**config.mk**
```make
export PLATFORM = sky130hd
export DESIGN_NAME = insertion_sorter
export DESIGN_NICKNAME = d
export VERILOG_FILES = /design/src/isrt_pkg.sv /design/src/isrt_cell.sv /design/src/insertion_sorter.sv
export VERILOG_INCLUDE_DIRS = /design/src /design/src/src
export SDC_FILE = /design/constraint.sdc
export NUM_CORES = 2
export LEC_CHECK = 0
export ABC_AREA = 1
export ABC_CLOCK_PERIOD_IN_PS = 7300
export BUFFER_PORTS_ARGS = -buffer_cell sky130_fd_sc_hd__buf_4
export CAP_MARGIN = 10
export CELL_PAD_IN_SITES_DETAIL_PLACEMENT = 1
export CELL_PAD_IN_SITES_GLOBAL_PLACEMENT = 2
export CORE_UTILIZATION = 40
export CTS_BUF_LIST = sky130_fd_sc_hd__clkbuf_2
export DETAILED_ROUTE_END_ITERATION = 16
export PLACE_DENSITY = 0.9
export SLEW_MARGIN = 20
export SYNTH_ARGS = -nofsm -noshare
export SYNTH_HDL_FRONTEND = slang
export SYNTH_SLANG_ARGS = --single-unit
```
**constraint.sdc**
```tcl
create_clock -name i_clk -period 7.3 [get_ports i_clk]
set_input_delay 0.73 -clock i_clk [delete_from_list [all_inputs] [get_ports i_clk]]
set_output_delay 0.73 -clock i_clk [all_outputs]
set_load 0.01 [all_outputs]
```
**src/insertion_sorter_macros.svh**
```systemverilog
// Assertion macros shared by the insertion sorter RTL.
`ifndef INSERTION_SORTER_MACROS_SVH
`define INSERTION_SORTER_MACROS_SVH

// Same-cycle implication, disabled while reset is asserted.
`define ISRT_ASSERT_IMP(lbl, clk, rst_n, ante, cons) \
    lbl: assert property (@(posedge clk) disable iff (!rst_n) (ante) |-> (cons)) \
        else $error("insertion_sorter: same-cycle check failed");

// Next-cycle implication, disabled while reset is asserted.
`define ISRT_ASSERT_NXT(lbl, clk, rst_n, ante, cons) \
    lbl: assert property (@(posedge clk) disable iff (!rst_n) (ante) |=> (cons)) \
        else $error("insertion_sorter: next-cycle check failed");

`endif

```
**src/isrt_pkg.sv**
```systemverilog
// Package with the shared types and constants of the insertion sorter.
`default_nettype none

package isrt_pkg;

    localparam int MAX_ELEMENTS = 32;
    localparam int VALUE_W      = 32;

    typedef enum logic [1:0] {
        OP_HOLD,
        OP_INSERT,
        OP_SHIFT
    } t_cell_op;

    typedef enum logic {
        ST_LOAD,
        ST_DRAIN
    } t_state;

    typedef struct packed {
        t_cell_op                  op;
        logic signed [VALUE_W-1:0] value;
    } t_cell_ctl;

endpackage

`default_nettype wire

```
**src/isrt_cell.sv**
```systemverilog
// One cell of the sorting chain: holds a single stored value and its valid bit.
`default_nettype none

module isrt_cell (
    input  wire                                   i_clk,
    input  wire                                   i_rst_n,
    input  isrt_pkg::t_cell_ctl                   i_ctl,
    input  wire                                   i_prev_gt,
    input  wire                                   i_prev_valid,
    input  wire signed [isrt_pkg::VALUE_W-1:0]    i_prev_val,
    input  wire                                   i_next_valid,
    input  wire signed [isrt_pkg::VALUE_W-1:0]    i_next_val,
    output logic                                  o_valid,
    output logic signed [isrt_pkg::VALUE_W-1:0]   o_val,
    output logic                                  o_gt
);

    logic                                r_valid;
    logic signed [isrt_pkg::VALUE_W-1:0] r_val;
    logic                                n_valid;
    logic signed [isrt_pkg::VALUE_W-1:0] n_val;

    // An empty cell counts as holding a value above everything.
    assign o_gt    = !r_valid || (r_val > i_ctl.value);
    assign o_valid = r_valid;
    assign o_val   = r_val;

    always_comb begin
        n_valid = r_valid;
        n_val   = r_val;
        case (i_ctl.op)
            isrt_pkg::OP_INSERT: begin
                if (o_gt) begin
                    // Move the larger neighbor up, or take the new value at the boundary.
                    n_val   = i_prev_gt ? i_prev_val : i_ctl.value;
                    n_valid = r_valid || i_prev_valid;
                end
            end
            isrt_pkg::OP_SHIFT: begin
                n_val   = i_next_val;
                n_valid = i_next_valid;
            end
            default: begin
            end
        endcase
    end

    always_ff @(posedge i_clk) begin
        if (!i_rst_n) begin
            r_valid <= 1'b0;
        end else begin
            r_valid <= n_valid;
        end
    end

    always_ff @(posedge i_clk) begin
        r_val <= n_val;
    end

endmodule

`default_nettype wire

```
**src/insertion_sorter.sv**
```systemverilog
// Top level of the streaming insertion sorter built from a chain of cells.
`default_nettype none

// Streaming ascending sorter.
// Slave channel (s_axis_*): one signed 32-bit value per request, tlast marks the
// final value of a set. Each accepted value is inserted into a chain of
// MAX_ELEMENTS cells in the cycle it is taken: every cell compares against the
// broadcast value at once, so loading runs at one request per cycle.
// After a request with tlast, the chain drains through the master channel
// (m_axis_*) smallest first, starting the next cycle, one item per cycle while
// m_axis_tready is high. tuser[0] marks the largest (final) item, tuser[1]
// reports that values were dropped because the chain was full.
// The drain shifts the chain down one cell per output, and s_axis_tready is low
// for the whole drain.
// When the receiver stalls, the chain and the output hold unchanged.
// Values arriving with the chain full are dropped and flag the set.
// Reset empties the chain, clears the overflow flag and returns to loading.
module insertion_sorter (
    input  wire         i_clk,
    input  wire         i_rst_n,
    input  wire         s_axis_tvalid,
    output logic        s_axis_tready,
    input  wire  [31:0] s_axis_tdata,   // [31:0] value
    input  wire         s_axis_tlast,   // last
    output logic        m_axis_tvalid,
    input  wire         m_axis_tready,
    output logic [31:0] m_axis_tdata,   // [31:0] sorted_value
    output logic [1:0]  m_axis_tuser    // [0] final_res, [1] overflowed
);

`include "insertion_sorter_macros.svh"

    localparam int N = isrt_pkg::MAX_ELEMENTS;

    isrt_pkg::t_state    r_state;
    isrt_pkg::t_state    n_state;
    logic                r_overflow;
    logic                n_overflow;
    isrt_pkg::t_cell_ctl w_ctl;

    logic                                w_valid [N];
    logic signed [isrt_pkg::VALUE_W-1:0] w_val   [N];
    logic                                w_gt    [N];

    logic w_in_acc;
    logic w_out_acc;
    logic w_full;
    logic w_final;

    assign w_full    = w_valid[N-1];
    assign w_final   = !w_valid[1];
    assign w_in_acc  = s_axis_tvalid && s_axis_tready;
    assign w_out_acc = m_axis_tvalid && m_axis_tready;

    // Chain of cells; cell 0 holds the smallest value.
    for (genvar g = 0; g < N; g++) begin : g_cell
        logic                                w_pgt;
        logic                                w_pvalid;
        logic signed [isrt_pkg::VALUE_W-1:0] w_pval;
        logic                                w_nvalid;
        logic signed [isrt_pkg::VALUE_W-1:0] w_nval;

        if (g == 0) begin : g_first
            assign w_pgt    = 1'b0;
            assign w_pvalid = 1'b1;
            assign w_pval   = '0;
        end else begin : g_mid
            assign w_pgt    = w_gt[g-1];
            assign w_pvalid = w_valid[g-1];
            assign w_pval   = w_val[g-1];
        end

        if (g == N-1) begin : g_top
            assign w_nvalid = 1'b0;
            assign w_nval   = '0;
        end else begin : g_low
            assign w_nvalid = w_valid[g+1];
            assign w_nval   = w_val[g+1];
        end

        isrt_cell u_cell (
            .i_clk        (i_clk),
            .i_rst_n      (i_rst_n),
            .i_ctl        (w_ctl),
            .i_prev_gt    (w_pgt),
            .i_prev_valid (w_pvalid),
            .i_prev_val   (w_pval),
            .i_next_valid (w_nvalid),
            .i_next_val   (w_nval),
            .o_valid      (w_valid[g]),
            .o_val        (w_val[g]),
            .o_gt         (w_gt[g])
        );
    end

    // Next state: drain after a last request, load again after the final item.
    always_comb begin
        n_state = r_state;
        unique case (r_state)
            isrt_pkg::ST_LOAD: begin
                if (w_in_acc && s_axis_tlast) begin
                    n_state = isrt_pkg::ST_DRAIN;
                end
            end
            isrt_pkg::ST_DRAIN: begin
                if (w_out_acc && w_final) begin
                    n_state = isrt_pkg::ST_LOAD;
                end
            end
            default: n_state = isrt_pkg::ST_LOAD;
        endcase
    end

    // Outputs and chain command.
    always_comb begin
        s_axis_tready = 1'b0;
        m_axis_tvalid = 1'b0;
        w_ctl.op      = isrt_pkg::OP_HOLD;
        w_ctl.value   = $signed(s_axis_tdata);
        n_overflow    = r_overflow;
        unique case (r_state)
            isrt_pkg::ST_LOAD: begin
                s_axis_tready = 1'b1;
                if (w_in_acc) begin
                    // Drop the value when every cell is taken.
                    if (w_full) begin
                        n_overflow = 1'b1;
                    end else begin
                        w_ctl.op = isrt_pkg::OP_INSERT;
                    end
                end
            end
            isrt_pkg::ST_DRAIN: begin
                m_axis_tvalid = 1'b1;
                if (w_out_acc) begin
                    w_ctl.op = isrt_pkg::OP_SHIFT;
                    if (w_final) begin
                        n_overflow = 1'b0;
                    end
                end
            end
            default: begin
            end
        endcase
    end

    assign m_axis_tdata = w_val[0];
    assign m_axis_tuser = {r_overflow, w_final};

    always_ff @(posedge i_clk) begin
        if (!i_rst_n) begin
            r_state    <= isrt_pkg::ST_LOAD;
            r_overflow <= 1'b0;
        end else begin
            r_state    <= n_state;
            r_overflow <= n_overflow;
        end
    end

    // No request is taken while the chain drains.
    `ISRT_ASSERT_IMP(a_no_load_in_drain, i_clk, i_rst_n, m_axis_tvalid, !s_axis_tready)
    // The bottom cell always holds a value while results are offered.
    `ISRT_ASSERT_IMP(a_drain_has_data, i_clk, i_rst_n, m_axis_tvalid, w_valid[0])
    // A dropped value is flagged for the set.
    `ISRT_ASSERT_NXT(a_drop_flags, i_clk, i_rst_n, w_in_acc && w_full, r_overflow)
    // After the final item the chain is empty and loading resumes.
    `ISRT_ASSERT_NXT(a_final_empties, i_clk, i_rst_n, w_out_acc && w_final,
                     s_axis_tready && !w_valid[0])

endmodule

`default_nettype wire

```
# Yosys cells after proc, flatten, opt, wreduce, memory -nomap -nowiden
# Cells that the tools add are included.
word_totals:
  regBits: 1058
  latch_bits: 0
  ram_bits: 0
  rom_bits: 0
  inputBits: 37
  out_inout_bits: 36
  word_cells: 443
  memories: 0
op_classes:
  n_addsub: 0
  multipliers: 0
  n_div: 0
  magnitude_cmp: 32
  eq_ne: 38
  n_shift: 0
  n_mux: 173
  bitwise: 1
  reduce_logical: 133
op_table:
  columns: ["cell", "n"]
  rows:
  - ["$pmux W32 S2", 32]
  - ["$mux W32", 63]
  - ["$gt A32 B32 Y1", 32]
  - ["$ne A2 B1 Y1 const B", 34]
  - ["$pmux W1 S2", 34]
  - ["$reduce_and A2 Y1", 32]
  - ["$logic_or A1 B1 Y1", 63]
  - ["$mux W1", 42]
  - ["$logic_not A1 Y1", 32]
  - ["$logic_and A1 B1 Y1", 4]
  - ["$ne A2 B2 Y1 const B", 2]
  - ["$pmux W2 S2", 1]
  - ["$reduce_and A4 Y1", 1]
  - ["$eq A2 B1 Y1 const B", 1]
  - ["$eq A2 B2 Y1 const B", 1]
  - ["$mux W2", 1]
  - ["$reduce_bool A2 Y1", 1]
  - ["$not A1 Y1", 1]

# Logic depth before layout (Yosys ltp)
logic_depth:
  ltp_word: 7
  ltp_mapped: 21
  ltp_nobuf: 20

# Modules after synthesis
# A second synthesis with hierarchy kept.
unflattened:
  cells_unflattened: 9780
  hier_area_um2: 83441.3
by_module_without_submodules:
  columns: ["mod", "n_inst", "cells_each", "area_per_inst_um2", "seq_area_each_um2"]
  rows:
  - ["isrt_cell", 32, 305, 2603.7, 980.9]
  - ["insertion_sorter", 1, 20, 121.4, 40.0]

# Worst setup path after synthesis
# No wires, ideal clock.
synth_path:
  path_type: "input -> register"
  from: "in s_axis_tdata[31]"
  to: "reg g_cell[22].u_cell.r_val (netlist bit g_cell[22].u_cell.o_val[0]), enable pin"
  setup_time_ns: 0.441
  arrival_ns: 4.925
  t_required_ns: 6.859
  path_slack_ns: 1.934
  path_stages: 14
  n_path_buf: 2
  cell_sequence: "inv_1 clkbuf_1 ha_1 nand2_1 nor2_1 and2_1 nand3_1 inv_1 a21oi_1 nand3_1 nand2_1 nand3_4 buf_4 a31oi_1"
synth_between:
  elab_chain_len: 4
synth_rtl:
  columns: ["item", "line_no", "rtl"]
  rows:
  - ["start, declared", "insertion_sorter.sv:23", "input wire [31:0] s_axis_tdata,"]
  - ["$gt A32 B32 Y1", "isrt_cell.sv:24", "assign o_gt = !r_valid || (r_val > i_ctl.value);"]
  - ["$logic_or A1 B1 Y1", "isrt_cell.sv:24", null]
  - ["$ne A2 B1 Y1 (no line)", null, null]
  - ["$reduce_and A2 Y1 (no line)", null, null]
  - ["end signal, assigned", "isrt_cell.sv:57", "r_val <= n_val;"]
  - ["end, declared", "isrt_cell.sv:19", "logic signed [isrt_pkg::VALUE_W-1:0] r_val;"]
# No other way between the ends.
# A chain may end at the register's enable or synchronous reset.

# Worst setup path after layout
layout_path:
  from: "reg g_cell[10].u_cell.r_val (netlist bit g_cell[10].u_cell.o_val[13])"
  to: "reg g_cell[10].u_cell.r_val (netlist bit g_cell[10].u_cell.o_val[6]), enable pin"
layout_between:
  elab_chain_len: 4
layout_rtl:
  columns: ["item", "line_no"]
  rows:
  - ["start, declared", "isrt_cell.sv:19"]
  - ["start signal, assigned", "isrt_cell.sv:57"]
  - ["$gt A32 B32 Y1", "isrt_cell.sv:24"]
  - ["$logic_or A1 B1 Y1", "isrt_cell.sv:24"]
  - ["$ne A2 B1 Y1 (no line)", null]
  - ["$reduce_and A2 Y1 (no line)", null]
# No other way between the ends.

==> qor.txt <==
Outcome: finished clean
Internal power: 13.2 mW
Initial DRT Pass Iterations: 8
Reg area: 31400 um2
Placed cell count: 13182
WL met2: 164000 um
GP Congestion: 0.944
Filler instances: 25555
Fin. Hold Viols: 0
Core Rows: 166
H-tree depth: 5
IO Pins: 73
Crit path max fanout: 33
Maxcap violations: 0
Worst VDD drop: 0.000167 V
Top cell type's share of synthesized area: 0.371
Synth Warn #: 0
Wl on met1: 147000 um
Cells after Synth: 10882
Setup TNS: 0 ns
Post-CTS sizing: 0
Sw Share: 0.458
Final setup viols: 0
Sequential Power Share: 0.403
Worst-case clock buffer depth: 4
Critical path launch point type: flip-flop
Register bit total from synthesis: 1058
Avg Cell Area, Syn: 7.63 um2
Setup Skew: 0.219 ns
Slowest stage delay, CP: 0.78 ns
DP Area: 85700 um2
Min-delay worst type: in2reg
Leakage power: 44.1 nW
Slew at the pin closest to its max-slew limit: 1.33 ns
CP required: 8.77 ns
Fmax achieved: 0.204 GHz
Die H: 457 um
Max-slew violations: 0
Multi-input gate area: 43800 um2
Synth area leader: edfxtp_1
CTS Root Cell: clkbuf_2
Initial antenna violation count: 13
Final WL: 360000 um
Fin crit share: 0.670
Crit path top cell by count: nand2_1
Unrepaired setup endpoints after global routing: no
Clock transition at path regs: 0.11 ns
Routed len/inst: 26.0 um
Clock Sinks: 1058
Vias in the first global route: 84086
NetSw: 11.2 mW
PortBufs: 72
P per Cell Area: 273 nW/um2
CTS buffer count: 339
CTS tree: yes
First-pass GRT wire length: 534000 um
Core area: 205000 um2
Share of cells above drive strength 1: 0.0818
Synth-to-Final Area Change: 7.66%
Post-route ant nets: 0
Via Count: 81692
CP endpoint kind: flip-flop
Comb pwr share: 0.398
Critical Setup Path Class: reg2reg
Final Net Count: 11942
Critical-path cell list: ha_1, nand2_1, nor4_1, nand2_1, nand2_1, nand2_1, nand3_1, nand3_2, nand2_2, nand2_1, nand2_1, buf_4
Die X: 457 um
Post-synthesis cell area: 83000 um2
Initial DRC count: 7709
Fin area: 89300 um2
Syn nets: 11911
Sequential element share of the synthesized area: 0.379
GR Overflow Total: 0
Layout Cells excl Fill: 13835
Post-DP HPWL: 251000 um
Top sig layer: met4
Final min period: 4.89 ns
Post-route DRC: 0
Worst slew margin: 0.116
Post-CTS Setup Repair Bufs: 0
Final core utilization: 0.435
Vias/cell: 5.90
Slowest CP cell: nand2_2
CP arrival: 6.37 ns
Met3 WL: 28800 um
Initial Util: 0.404
Synth unique cells: 49
Die area: 209000 um2
Largest net degree at the start of global routing: 173
Synth area leaders: edfxtp_1 37%, ha_1 15%, nand2_1 14%
Hold_buf cts: 77
Worst-Skew Late Latency: 1.95 ns
GRT Util Overall: 0.336
Clk pwr share: 0.199
[cell usage in the layout, fill, tap and decap left out, types with 28 or more instances in the layout]
| cell type | count |
|---|---|
| clkbuf_2 | 485 |
| nand3_1 | 2069 |
| o21ai_1 | 213 |
| o21a_1 | 55 |
| clkinv_1 | 64 |
| buf_12 | 28 |
| ha_1 | 992 |
| a21oi_1 | 526 |
| edfxtp_1 | 1024 |
| buf_4 | 241 |
| dlygate4sd3_1 | 76 |
| nand4_1 | 93 |
| dfxtp_1 | 33 |
| nand2_1 | 3127 |
| o21ai_0 | 351 |
| nor2_1 | 283 |
| inv_1 | 1217 |
| nand2_2 | 34 |
[synthesized netlist by cell type (all sizes together)]
cell type	number
nor4	17
nand3b	10
or3	1
and3	1
a21o	12
nor2	294
o221ai	9
a31oi	19
edfxtp	1024
clkbuf	399
nand2	3177
o31ai	1
o21a	55
nand3	2084
o211ai	4
buf	259
and2	3
ha	992
dfxtp	34
o211a	1
a21oi	526
o21ai	564
nand4	93
inv	1251
o21bai	15
or2	1
nor3b	7
nor3	25
a211oi	2
clkinv	1
nor2b	1
[path summary, 6_finish.rpt]
check                                           startpoint                                endpoint  slack [ns]  cells after the start
setup / recovery     g_cell[10].u_cell.o_val[13]$_DFFE_PP_    g_cell[10].u_cell.o_val[6]$_DFFE_PP_        2.41                     12
setup reg to reg     g_cell[10].u_cell.o_val[13]$_DFFE_PP_    g_cell[10].u_cell.o_val[6]$_DFFE_PP_        2.41                     12
hold / removal                               m_axis_tready  g_cell[31].u_cell.o_valid$_SDFFE_PN0P_        0.13                      5
hold reg to reg   g_cell[31].u_cell.o_val[7]$_SDFFCE_PP0P_    g_cell[30].u_cell.o_val[7]$_DFFE_PP_        0.44                      2
[critical path, delay by kind of cell (launching register included)]
kind                     cells  cell delay, ns
adder cells (fa/ha/maj)      1            0.38
buffers and inverters        1            0.41
flip-flops                   1            0.56
AND/OR/NAND/NOR             10            3.06
[registers in the layout, summed over array words and instances, names as in the netlist]
name / count
g_cell.u_cell.o_val: 1024
r_state: 1
r_overflow: 1
g_cell.u_cell.o_valid: 32
[per-layer routing]
metal | global-route usage | vias to the layer above
met3 | 0.0603 | 1017
met5 | 0 | -
met4 | 0.172 | 0
li1 | - | 36904
met2 | 0.543 | 3705
met1 | 0.429 | 40066
[cells by family (layout without fill, tap and decap cells)]
kind of cell,after synthesis,in the layout,synth area share
compound gates,1208,1208,0.0763
fa+ha+maj,992,992,0.150
buf+inv,1910,2159,0.0957
flops,1058,1058,0.379
other cells,0,16,0
simple gates,5714,5714,0.300
[through the flow]
stage	total power, mW	hold WS (ns)	setup slack (ns)
after global routing	25.8	0.0414	2.16
after global placement	18.9	0.456	1.82
final	24.4	0.127	2.41
after detailed placement	19.3	0.463	1.75
after floorplan	15.7	0.430	1.93
after CTS	24.2	0.00205	2.47
[power by group through the flow]
stage	Combinational (mW)	Clock (mW)	Sequential, mW
finish	9.71	4.86	9.82
global route	10.7	5.18	9.90
CTS	9.53	4.93	9.78
detailed placement	9.44	0	9.91
global placement	8.99	0	9.87
floorplan	6.45	0	9.23
[cell type report]
type / instances / share of cell area
sequential: 1058 / 0.352
clock buffer: 485 / 0.0272
tap: 2688 / 0.0376
antenna: 16 / 0.000448
multi-input combinational: 7914 / 0.490
clock inverter: 74 / 0.00349
inverter: 1252 / 0.0534
timing repair buffer: 348 / 0.0360
No activity file was read; power rests on OpenSTA's default activity.
